**src/hdl/amr_pkg.sv**
```systemverilog
package amr_pkg;

  // Field widths
  localparam int IDX_W   = 5;
  localparam int CNT_W   = 6;
  localparam int CMD_W   = 4;
  localparam int CFG_IW  = 3;
  localparam int CFG_DW  = 32;
  localparam int TICK_W  = 16;
  localparam int SIL_W   = 32;
  localparam int BREATH_W = 8;

  localparam int NUM_SLOTS_DEF = 17;

  // Register reset values
  localparam logic [TICK_W-1:0]   ROTATE_RST  = 16'd3000;
  localparam logic [TICK_W-1:0]   BLINK_RST   = 16'd500;
  localparam logic [TICK_W-1:0]   BUZZ_RST    = 16'd2000;
  localparam logic [SIL_W-1:0]    SILENCE_RST = 32'd120000;
  localparam logic [BREATH_W-1:0] STABLE_RST  = 8'd3;

  typedef enum logic [CMD_W-1:0] {
    CMD_TICK        = 4'd0,
    CMD_RAISE       = 4'd1,
    CMD_CLEAR       = 4'd2,
    CMD_CLEAR_SHOWN = 4'd3,
    CMD_CLEAR_ALL   = 4'd4,
    CMD_SILENCE_ON  = 4'd5,
    CMD_SILENCE_OFF = 4'd6,
    CMD_BREATH      = 4'd7,
    CMD_CYCLE_RESET = 4'd8
  } cmd_t;

  typedef enum logic [CFG_IW-1:0] {
    CFG_ROTATE    = 3'd0,
    CFG_BLINK     = 3'd1,
    CFG_BUZZ      = 3'd2,
    CFG_SILENCE   = 3'd3,
    CFG_STABLE    = 3'd4,
    CFG_RECORD    = 3'd5,
    CFG_BUZZ_EN   = 3'd6
  } cfg_idx_t;

  typedef enum logic {
    S_IDLE = 1'b0,
    S_EXEC = 1'b1
  } state_t;

  typedef struct packed {
    logic capture;
    logic execute;
  } ctrl_t;

endpackage

```
**src/hdl/alarm_annunciator_rotator.sv**
```systemverilog
// Flow: an accepted item is captured, then applied in S_EXEC once the result
// register is free, and its result is registered. No new item is taken while
// the previous one is being applied in S_EXEC.
// A new item is taken while the previous result is still waiting.
// Reset: rst_n synchronous, active low; resets FSM and alarms, loads cfg defaults.
module alarm_annunciator_rotator #(
  parameter int NUM_SLOTS = amr_pkg::NUM_SLOTS_DEF
) (
  input  logic                          clk,
  input  logic                          rst_n,
  input  logic                          cfg_we,
  input  logic [amr_pkg::CFG_IW-1:0]    cfg_index,
  input  logic [amr_pkg::CFG_DW-1:0]    cfg_wdata,
  input  logic                          in_valid,
  output logic                          in_ready,
  input  logic [amr_pkg::CMD_W-1:0]     in_cmd,
  input  logic [amr_pkg::IDX_W-1:0]     in_alarm_index,
  input  logic                          in_buzzer_busy,
  output logic                          out_valid,
  input  logic                          out_ready,
  output logic [amr_pkg::IDX_W-1:0]     out_shown_index,
  output logic                          out_shown_on,
  output logic                          out_any_active,
  output logic                          out_buzz_request,
  output logic                          out_buzz_wanted,
  output logic                          out_silenced,
  output logic [NUM_SLOTS-1:0]          out_active_mask,
  output logic [amr_pkg::IDX_W-1:0]     out_active_count,
  output logic                          out_stable,
  output logic [amr_pkg::BREATH_W-1:0]  out_cycle_count
);
  import amr_pkg::*;

  ctrl_t ctrl;

  // Sequencer
  amr_ctrl u_ctrl (
    .clk       (clk),
    .rst_n     (rst_n),
    .in_valid  (in_valid),
    .in_ready  (in_ready),
    .out_valid (out_valid),
    .out_ready (out_ready),
    .ctrl      (ctrl)
  );

  // Alarm state and timers
  amr_dp #(
    .NUM_SLOTS (NUM_SLOTS)
  ) u_dp (
    .clk              (clk),
    .rst_n            (rst_n),
    .ctrl             (ctrl),
    .cfg_we           (cfg_we),
    .cfg_index        (cfg_index),
    .cfg_wdata        (cfg_wdata),
    .in_cmd           (in_cmd),
    .in_alarm_index   (in_alarm_index),
    .in_buzzer_busy   (in_buzzer_busy),
    .out_shown_index  (out_shown_index),
    .out_shown_on     (out_shown_on),
    .out_any_active   (out_any_active),
    .out_buzz_request (out_buzz_request),
    .out_buzz_wanted  (out_buzz_wanted),
    .out_silenced     (out_silenced),
    .out_active_mask  (out_active_mask),
    .out_active_count (out_active_count),
    .out_stable       (out_stable),
    .out_cycle_count  (out_cycle_count)
  );

`ifndef SYNTH
  // Count tracks the mask
  a_count_mask: assert property (@(posedge clk) disable iff (!rst_n)
    out_valid |-> (32'(out_active_count) == $countones(out_active_mask)))
    else $error("active count does not match mask");

  // Display lit only with an alarm latched
  a_shown_active: assert property (@(posedge clk) disable iff (!rst_n)
    (out_valid && out_shown_on) |-> out_any_active)
    else $error("display on with no alarm");

  // A buzzer request leaves the buzz-wanted flag set
  a_req_flag: assert property (@(posedge clk) disable iff (!rst_n)
    (out_valid && out_buzz_request) |-> out_buzz_wanted)
    else $error("buzz request without buzz-wanted flag");

  // One item at a time
  a_one_item: assert property (@(posedge clk) disable iff (!rst_n)
    (in_valid && in_ready) |=> !in_ready)
    else $error("item taken while previous still in work");
`endif

endmodule

```
**src/hdl/amr_ctrl.sv**
```systemverilog
module amr_ctrl (
  input  logic           clk,
  input  logic           rst_n,
  input  logic           in_valid,
  output logic           in_ready,
  output logic           out_valid,
  input  logic           out_ready,
  output amr_pkg::ctrl_t ctrl
);
  import amr_pkg::*;

  state_t state_r, state_nxt;
  logic   out_valid_r, out_valid_nxt;

  // State and result-valid registers
  always_ff @(posedge clk) begin
    if (!rst_n) begin
      state_r     <= S_IDLE;
      out_valid_r <= 1'b0;
    end else begin
      state_r     <= state_nxt;
      out_valid_r <= out_valid_nxt;
    end
  end

  // Next state and commands
  always_comb begin
    state_nxt    = state_r;
    in_ready     = 1'b0;
    ctrl.capture = 1'b0;
    ctrl.execute = 1'b0;
    unique case (state_r)
      S_IDLE: begin
        in_ready = 1'b1;
        if (in_valid) begin
          ctrl.capture = 1'b1;
          state_nxt    = S_EXEC;
        end
      end
      S_EXEC: begin
        // Apply the item once the result register is free
        if (!out_valid_r || out_ready) begin
          ctrl.execute = 1'b1;
          state_nxt    = S_IDLE;
        end
      end
      default: state_nxt = S_IDLE;
    endcase
  end

  // Hold the result until taken
  always_comb begin
    if (ctrl.execute) begin
      out_valid_nxt = 1'b1;
    end else if (out_ready) begin
      out_valid_nxt = 1'b0;
    end else begin
      out_valid_nxt = out_valid_r;
    end
  end

  assign out_valid = out_valid_r;

endmodule

```
**src/hdl/amr_dp.sv**
```systemverilog
module amr_dp #(
  parameter int NUM_SLOTS = amr_pkg::NUM_SLOTS_DEF
) (
  input  logic                          clk,
  input  logic                          rst_n,
  input  amr_pkg::ctrl_t                ctrl,
  input  logic                          cfg_we,
  input  logic [amr_pkg::CFG_IW-1:0]    cfg_index,
  input  logic [amr_pkg::CFG_DW-1:0]    cfg_wdata,
  input  logic [amr_pkg::CMD_W-1:0]     in_cmd,
  input  logic [amr_pkg::IDX_W-1:0]     in_alarm_index,
  input  logic                          in_buzzer_busy,
  output logic [amr_pkg::IDX_W-1:0]     out_shown_index,
  output logic                          out_shown_on,
  output logic                          out_any_active,
  output logic                          out_buzz_request,
  output logic                          out_buzz_wanted,
  output logic                          out_silenced,
  output logic [NUM_SLOTS-1:0]          out_active_mask,
  output logic [amr_pkg::IDX_W-1:0]     out_active_count,
  output logic                          out_stable,
  output logic [amr_pkg::BREATH_W-1:0]  out_cycle_count
);
  import amr_pkg::*;

  localparam logic [NUM_SLOTS-1:0] ONE_HOT0 = NUM_SLOTS'(1);

  // Lowest set slot of a mask
  function automatic logic [IDX_W-1:0] first_set(input logic [NUM_SLOTS-1:0] m);
    logic [IDX_W-1:0] r;
    r = '0;
    for (int i = NUM_SLOTS - 1; i >= 0; i--) begin
      if (m[i]) r = IDX_W'(i);
    end
    return r;
  endfunction

  function automatic logic [TICK_W-1:0] sat16(input logic [TICK_W-1:0] v);
    return (v == '1) ? v : v + TICK_W'(1);
  endfunction

  // Configuration registers
  logic [TICK_W-1:0]   cfg_rotate_r, cfg_blink_r, cfg_buzz_r;
  logic [SIL_W-1:0]    cfg_silence_r;
  logic [BREATH_W-1:0] cfg_stable_r;
  logic                cfg_record_r, cfg_buzz_en_r;

  // Captured item
  logic [CMD_W-1:0] cmd_r;
  logic [IDX_W-1:0] idx_r;
  logic             busy_r;

  // Block state
  logic [NUM_SLOTS-1:0] latched_r, latched_nxt;
  logic [CNT_W-1:0]     cnt_r, cnt_nxt;
  logic [IDX_W-1:0]     shown_r, shown_nxt;
  logic                 single_r, single_nxt;
  logic [TICK_W-1:0]    rot_r, rot_nxt;
  logic [TICK_W-1:0]    blk_r, blk_nxt;
  logic                 phase_r, phase_nxt;
  logic [TICK_W-1:0]    buz_r, buz_nxt;
  logic                 sil_r, sil_nxt;
  logic [SIL_W-1:0]     sil_cnt_r, sil_cnt_nxt;
  logic                 wanted_r, wanted_nxt;
  logic [BREATH_W-1:0]  breath_r, breath_nxt;
  logic                 gate_r, gate_nxt;
  logic                 stable_r, stable_nxt;
  logic                 req;

  // Slot selection helpers
  logic [NUM_SLOTS-1:0] sel_idx, sel_shown, sel_clr, above;
  logic [TICK_W-1:0]    rot_inc, blk_inc, buz_inc;
  logic [IDX_W-1:0]     wrap_next;

  // Configuration writes
  always_ff @(posedge clk) begin
    if (!rst_n) begin
      cfg_rotate_r  <= ROTATE_RST;
      cfg_blink_r   <= BLINK_RST;
      cfg_buzz_r    <= BUZZ_RST;
      cfg_silence_r <= SILENCE_RST;
      cfg_stable_r  <= STABLE_RST;
      cfg_record_r  <= 1'b1;
      cfg_buzz_en_r <= 1'b1;
    end else if (cfg_we) begin
      unique case (cfg_idx_t'(cfg_index))
        CFG_ROTATE:  cfg_rotate_r  <= cfg_wdata[TICK_W-1:0];
        CFG_BLINK:   cfg_blink_r   <= cfg_wdata[TICK_W-1:0];
        CFG_BUZZ:    cfg_buzz_r    <= cfg_wdata[TICK_W-1:0];
        CFG_SILENCE: cfg_silence_r <= cfg_wdata[SIL_W-1:0];
        CFG_STABLE:  cfg_stable_r  <= cfg_wdata[BREATH_W-1:0];
        CFG_RECORD:  cfg_record_r  <= cfg_wdata[0];
        CFG_BUZZ_EN: cfg_buzz_en_r <= cfg_wdata[0];
        default: ;
      endcase
    end
  end

  // Capture the item
  always_ff @(posedge clk) begin
    if (ctrl.capture) begin
      cmd_r  <= in_cmd;
      idx_r  <= in_alarm_index;
      busy_r <= in_buzzer_busy;
    end
  end

  // Slot decode; an index past the last slot selects nothing
  assign sel_idx   = ONE_HOT0 << idx_r;
  assign sel_shown = ONE_HOT0 << shown_r;
  assign sel_clr   = (cmd_t'(cmd_r) == CMD_CLEAR) ? sel_idx : sel_shown;
  assign above     = latched_r & ~((sel_shown << 1) - ONE_HOT0);
  assign wrap_next = (|above) ? first_set(above) : first_set(latched_r);
  assign rot_inc   = sat16(rot_r);
  assign blk_inc   = sat16(blk_r);
  assign buz_inc   = sat16(buz_r);

  // Apply one item
  always_comb begin
    latched_nxt = latched_r;
    cnt_nxt     = cnt_r;
    shown_nxt   = shown_r;
    single_nxt  = single_r;
    rot_nxt     = rot_r;
    blk_nxt     = blk_r;
    phase_nxt   = phase_r;
    buz_nxt     = buz_r;
    sil_nxt     = sil_r;
    sil_cnt_nxt = sil_cnt_r;
    wanted_nxt  = wanted_r;
    breath_nxt  = breath_r;
    gate_nxt    = gate_r;
    stable_nxt  = stable_r;
    req         = 1'b0;
    unique case (cmd_t'(cmd_r))
      CMD_TICK: begin
        rot_nxt = rot_inc;
        blk_nxt = blk_inc;
        buz_nxt = buz_inc;
        if (cnt_r == '0) begin
          if (sil_r && sil_cnt_r != '1) sil_cnt_nxt = sil_cnt_r + SIL_W'(1);
        end else begin
          // Pick the lone alarm once, or rotate among several
          if (cnt_r == CNT_W'(1)) begin
            if (!single_r) begin
              shown_nxt  = first_set(latched_r);
              single_nxt = 1'b1;
            end
          end else if (rot_inc >= cfg_rotate_r) begin
            shown_nxt = wrap_next;
            rot_nxt   = '0;
          end
          // Toggle the blink phase
          if (blk_inc > cfg_blink_r) begin
            phase_nxt = ~phase_r;
            blk_nxt   = '0;
          end
          // Request the buzzer once per window
          if (!busy_r && buz_inc >= cfg_buzz_r) begin
            if (cfg_buzz_en_r && !sil_r) begin
              wanted_nxt = 1'b1;
              req        = 1'b1;
            end
            buz_nxt = '0;
          end
          // Expire the silence
          if (sil_r) begin
            if (sil_cnt_r >= cfg_silence_r) begin
              sil_nxt    = 1'b0;
              wanted_nxt = 1'b1;
            end else if (sil_cnt_r != '1) begin
              sil_cnt_nxt = sil_cnt_r + SIL_W'(1);
            end
          end
        end
      end
      CMD_RAISE: begin
        if (gate_r && cfg_record_r && (|sel_idx) && !(|(latched_r & sel_idx))) begin
          latched_nxt = latched_r | sel_idx;
          cnt_nxt     = cnt_r + CNT_W'(1);
          sil_nxt     = 1'b0;
        end
      end
      CMD_CLEAR, CMD_CLEAR_SHOWN: begin
        if (|(latched_r & sel_clr)) begin
          latched_nxt = latched_r & ~sel_clr;
          if (cnt_r <= CNT_W'(1)) begin
            cnt_nxt    = '0;
            single_nxt = 1'b0;
            wanted_nxt = 1'b0;
          end else begin
            cnt_nxt = cnt_r - CNT_W'(1);
            rot_nxt = '1;
            if (cnt_r == CNT_W'(2)) single_nxt = 1'b0;
          end
        end
      end
      CMD_CLEAR_ALL: begin
        latched_nxt = '0;
        cnt_nxt     = '0;
        wanted_nxt  = 1'b0;
      end
      CMD_SILENCE_ON: begin
        sil_nxt     = 1'b1;
        sil_cnt_nxt = '0;
      end
      CMD_SILENCE_OFF: begin
        sil_nxt = 1'b0;
      end
      CMD_BREATH: begin
        if (breath_r < cfg_stable_r) begin
          breath_nxt = breath_r + BREATH_W'(1);
        end else if (breath_r == cfg_stable_r) begin
          gate_nxt   = 1'b1;
          stable_nxt = 1'b1;
        end
      end
      CMD_CYCLE_RESET: begin
        breath_nxt = '0;
        gate_nxt   = 1'b0;
        stable_nxt = 1'b0;
      end
      default: ;
    endcase
  end

  // State registers
  always_ff @(posedge clk) begin
    if (!rst_n) begin
      latched_r <= '0;
      cnt_r     <= '0;
      shown_r   <= '0;
      single_r  <= 1'b0;
      rot_r     <= '0;
      blk_r     <= '0;
      phase_r   <= 1'b0;
      buz_r     <= '0;
      sil_r     <= 1'b0;
      sil_cnt_r <= '0;
      wanted_r  <= 1'b0;
      breath_r  <= '0;
      gate_r    <= 1'b1;
      stable_r  <= 1'b0;
    end else if (ctrl.execute) begin
      latched_r <= latched_nxt;
      cnt_r     <= cnt_nxt;
      shown_r   <= shown_nxt;
      single_r  <= single_nxt;
      rot_r     <= rot_nxt;
      blk_r     <= blk_nxt;
      phase_r   <= phase_nxt;
      buz_r     <= buz_nxt;
      sil_r     <= sil_nxt;
      sil_cnt_r <= sil_cnt_nxt;
      wanted_r  <= wanted_nxt;
      breath_r  <= breath_nxt;
      gate_r    <= gate_nxt;
      stable_r  <= stable_nxt;
    end
  end

  // Result register
  always_ff @(posedge clk) begin
    if (ctrl.execute) begin
      out_shown_index  <= shown_nxt;
      out_shown_on     <= (cnt_nxt != '0) && phase_nxt;
      out_any_active   <= (cnt_nxt != '0);
      out_buzz_request <= req;
      out_buzz_wanted  <= wanted_nxt;
      out_silenced     <= sil_nxt;
      out_active_mask  <= latched_nxt;
      out_active_count <= cnt_nxt[IDX_W-1:0];
      out_stable       <= stable_nxt;
      out_cycle_count  <= breath_nxt;
    end
  end

endmodule
```
**config.mk**
```make
export PLATFORM = sky130hd
export DESIGN_NAME = alarm_annunciator_rotator
export DESIGN_NICKNAME = d
export VERILOG_FILES = /design/src/hdl/amr_pkg.sv /design/src/hdl/alarm_annunciator_rotator.sv /design/src/hdl/amr_ctrl.sv /design/src/hdl/amr_dp.sv
export SDC_FILE = /design/constraint.sdc
export NUM_CORES = 1
export LEC_CHECK = 0
export BUFFER_PORTS_ARGS = -buffer_cell sky130_fd_sc_hd__buf_2
export CAP_MARGIN = 0
export CORE_ASPECT_RATIO = 0.6
export CORE_UTILIZATION = 43
export CTS_BUF_LIST = sky130_fd_sc_hd__clkbuf_4 sky130_fd_sc_hd__clkbuf_8 sky130_fd_sc_hd__clkbuf_16
export CTS_CLUSTER_DIAMETER = 30
export CTS_CLUSTER_SIZE = 12
export DETAILED_ROUTE_END_ITERATION = 8
export GPL_ROUTABILITY_DRIVEN = 1
export PLACE_DENSITY = 0.67
export SYNTH_ARGS = -nofsm -noshare
export SYNTH_HDL_FRONTEND = slang
export SYNTH_SLANG_ARGS = --single-unit
```
**constraint.sdc**
```tcl
create_clock -name clk -period 5.3 [get_ports clk]
set_input_delay 1.59 -clock clk [delete_from_list [all_inputs] [get_ports clk]]
set_output_delay 1.59 -clock clk [all_outputs]
set_load 0.1 [all_outputs]
```
==> out/results.tsv <==
stage	metric	value	unit
sta	ratio of final minimum period to clock period	0.9125	
critical_path	RR Endpoint	u_dp.buz_r[9]$_SDFFE_PN0P_	
status	status	finished clean	
cts	clk sink count	265	
hold_path	Hold Path Class	flip-flop to flip-flop	
synth	mux contribution to synthesized area	0.01673	
routing	DR vias/cell	5.896	
cells_and_area	nets	2183	
flow_run	max cap viols	0	
cells_and_area	Area Growth Syn to Fin	16.01	%
place	dpl hpwl	35.34	mm
critical_path	WP buf/inv	0	
synth	synth unique cells	78	
sta	Final WS setup	0.4640	ns
cts	Max clock buf depth	3	
critical_path	crit path launch	u_dp.buz_r[4]$_SDFFE_PN0P_	
synth	top_reg_cell synth	dfxtp_1	
sta	Slew headroom	0.1599	
routing	drt pass-1 iters	6	
critical_path	Worst Path Max Fanout	16	
synth	XOR/XNOR Fraction of Synth Area	0.02677	
sta	Finish-stage setup viols	0	
cells_and_area	Final Non-Filler Cells	2541	
critical_path	Reg-to-Reg Start	u_dp.buz_r[4]$_SDFFE_PN0P_	
synth	most frequent cell after synthesis	nand2_1	
cts	clock latency on the worst-skew pair	0.57	ns
synth	area leader, netlist	dfxtp_1	
place	I/O Buffers	92	
sta	Clock Skew	0.02595	ns
sta	setup TNS	0	ns
routing	DRC	0	
sta	fmax	206.8	MHz
cells_and_area	diode count	0	
sta	RSZ-0062 raised after global routing	no	
critical_path	critical path class	flip-flop to flip-flop	
critical_path	R2R Setup Slk	0.46	ns
routing	1st-iter DRT viols	1831	
critical_path	CP delay by family, top	simple AND/OR/NAND/NOR gates	
synth	FF+latch count, synth	265	
pwr	Peak VDD IR	0.0002301	V
floorplanning	Core Area	0.03548	mm2
sta	measured slew at the worst slew-check pin	1.256	ns
critical_path	largest stage delay on the critical path	0.51	ns
critical_path	critical path arrival	5.33	ns
synth	Net Count, Synth	2133	
global_routing	total grt overflow	0	
synth	YS warnings	0	
floorplanning	Die ar.	0.03732	mm2
routing	Detail Route Antenna Nets	0	
cts	Setup Fix Bufs, Post-CTS	0	
floorplanning	FP Rows	53	
cts	CTS root buffer	clkbuf_16	
synth	Post-Syn Instances	1984	
synth	adder-cell share of the synthesized area	0.07887	
routing	final WL	49.05	mm
global_routing	GR Util All Layers	0.2598	
floorplanning	I/O pin count	93	
critical_path	CP endpoint kind	flip-flop	
synth	synth top area cells	dfxtp_1 27%, edfxtp_1 9.8%, ha_1 7.9%	
routing	post-DR wirelength/cell	19.30	um
cts	H-tree Lvls	2	
synth	Syn Area/Cell	7.916	um2
critical_path	crit path cell chain	and4_1 -> nand4_1 -> nor2_1 -> nand2_1 -> nor2_1 -> mux2_2 -> ha_1 -> a21o_1 -> a21o_1 -> a21o_1 -> a2111oi_0 -> nor3_1 -> o211a_1 -> nor2_1 -> nand3b_1 -> a21oi_1	
global_routing	largest net degree at the start of global routing	53	
global_routing	initial antenna violation count	1	
synth	Compound-Gate Fraction of Synth Area	0.2036	
synth	top-area cell type share of the netlist area	0.2728	
critical_path	Startpoint Class	flip-flop	
synth	share of flip-flops with an asynchronous set or reset	0	
floorplanning	Die Y-Extent	150.0	um
synth	post-synthesis sequential area ratio	0.3703	
pwr	Leak	7.244	nW
synth	Syn Std Cell Area	0.01571	mm2
cts	Clk pin slew, worst setup/hold paths	0.06	ns
sta	clock period minus final worst setup slack	4.836	ns
global_routing	first-pass GRT wire length	76.82	mm
pwr	Power Dens Cells	330.0	mW/mm2
synth	Synth Area in Simple Gates	0.2483	
sta	Slew Limit Fails	0	
cts	CTS buffer count	49	
critical_path	Worst Setup EP	u_dp.buz_r[9]$_SDFFE_PN0P_	
sta	Final Hold Viols	0	
floorplanning	Initial Utilization	0.4427	
critical_path	FF-to-FF path depth	16	
critical_path	Worst EP required	5.80	ns
place	Routability Congestion	1.010	
floorplanning	Die Width	248.7	um
routing	DR vias	14980	
place	placed insts	2450	
cts	CTS tree	built	
synth	largest family of logic cells by synthesized area	simple AND/OR/NAND/NOR gates	
global_routing	vias in the first global route	13600	
critical_path	slowest CP cell	nor2_1	
synth	number of synthesized flops with an enable pin	51	
cells_and_area	share of layout cells above drive strength 1	0.1128	
place	dpl ws	0.5273	ns
synth	synth cell count leaders	319 x nand2_1, 214 x dfxtp_1, 190 x a21oi_1	
critical_path	WP depth	16	
-- logic make-up (layout without fill, tap and decap cells) --
group / after synthesis / after routing
AO/OA/AOI/OAI: 507 / 507
XOR/XNOR: 48 / 48
adder cells (fa/ha/maj): 99 / 99
buffers and inverters: 229 / 319
flip-flops: 265 / 265
multiplexers: 25 / 25
AND/OR/NAND/NOR: 811 / 811
-- area by class of cell --
| class | count | area, um2 |
|---|---|---|
| Clock buffer | 59 | 1350 |
| Clock inverter | 32 | 394.1 |
| Fill cell | 3273 | 17260 |
| Inverter | 115 | 435.4 |
| Multi-Input combinational cell | 1490 | 9022 |
| Sequential cell | 265 | 5816 |
| Tap cell | 467 | 584.3 |
| Timing Repair Buffer | 113 | 618.1 |
-- power by group --
group | total (W) | switching (W) | internal, W
logic | 0.000550 | 0.000407 | 0.000143
registers | 0.00217 | 0.0000575 | 0.00212
clock network | 0.00329 | 0.00119 | 0.00210
total | 0.00601 | 0.00166 | 0.00436
-- flip-flops by register name, summed over array words and instances, names as in the netlist, 16 cells and up --
| signal | count |
|---|---|
| u_dp.blk_r | 16 |
| u_dp.cfg_buzz_r | 16 |
| u_dp.buz_r | 16 |
| u_dp.cfg_silence_r | 32 |
| u_dp.latched_r | 17 |
| u_dp.cfg_rotate_r | 16 |
| u_dp.cfg_blink_r | 16 |
| u_dp.out_active_mask | 17 |
| u_dp.rot_r | 16 |
| u_dp.sil_cnt_r | 32 |
-- through the flow --
step,cell area [um2],total power [W],hold WS [ns],utilization
3_5_place_dp,16470,0.002748,0.4486,0.4643
2_1_floorplan,15710,0.002592,0.4363,-
5_1_grt,18220,0.006203,0.4796,0.5136
4_1_cts,18220,0.006043,0.4561,0.5135
6_report,18220,0.006013,0.4552,0.5136
3_3_place_gp,16470,0.002743,0.4424,0.4643
-- routing by layer --
layer,share of wire,vias up,GRT usage
li1,-,7193,-
met3,0.11,65,0.06801
met4,0.015,0,0.05186
met1,0.50,7075,0.4102
met5,0,-,0
met2,0.38,649,0.3412
-- worst reg2reg max path, stage by stage (launching register included) --
cell       delay (ns)
dfxtp_1          0.47
and4_1           0.29
nand4_1          0.17
nor2_1           0.23
nand2_1          0.17
nor2_1           0.39
mux2_2           0.41
ha_1             0.28
a21o_1           0.16
a21o_1           0.16
a21o_1           0.17
a2111oi_0        0.50
nor3_1           0.13
o211a_1          0.44
nor2_1           0.52
nand3b_1         0.14
a21oi_1          0.15
-- layout by cell type, fill, tap and decap left out, drive strengths merged, types with 16 or more instances in the layout --
master | Yosys | final
a21o | 22 | 22
a21oi | 190 | 190
and2 | 22 | 22
and3 | 26 | 26
buf | 12 | 113
clkbuf | 102 | 59
dfxtp | 214 | 214
edfxtp | 51 | 51
ha | 99 | 99
inv | 114 | 125
nand2 | 319 | 319
nand2b | 19 | 19
nand3 | 66 | 66
nand3b | 16 | 16
nand4 | 33 | 33
nor2 | 160 | 160
nor2b | 22 | 22
nor3 | 45 | 45
o211ai | 39 | 39
o21a | 18 | 18
o21ai | 98 | 98
o31ai | 19 | 19
or4 | 16 | 16
xnor2 | 22 | 22
xor2 | 26 | 26
-- worst min path at each step --
stage / from / end / slack, ns / depth (start not counted)
detailed placement: u_dp.cfg_silence_r[3]$_SDFFE_PN0P_ / u_dp.cfg_silence_r[3]$_SDFFE_PN0P_ / 0.45 / 2
global placement: u_dp.cfg_silence_r[8]$_SDFFE_PN0P_ / u_dp.cfg_silence_r[8]$_SDFFE_PN0P_ / 0.44 / 2
floorplan: u_dp.cfg_blink_r[10]$_SDFFE_PN0P_ / u_dp.cfg_blink_r[10]$_SDFFE_PN0P_ / 0.44 / 2
finish: u_dp.cfg_silence_r[3]$_SDFFE_PN0P_ / u_dp.cfg_silence_r[3]$_SDFFE_PN0P_ / 0.46 / 2
CTS: u_dp.cfg_silence_r[3]$_SDFFE_PN0P_ / u_dp.cfg_silence_r[3]$_SDFFE_PN0P_ / 0.46 / 2
global route: u_dp.cfg_silence_r[27]$_SDFFE_PN0P_ / u_dp.cfg_silence_r[27]$_SDFFE_PN0P_ / 0.48 / 2
-- timing repair --
item | CTS | global route
hold endpoints to repair | 0 | 0
resized for setup | 0 | 1
setup endpoints to repair | 0 | 2
hold buffers | 0 | 0
Note: power is estimated with default switching activity, not from simulation.
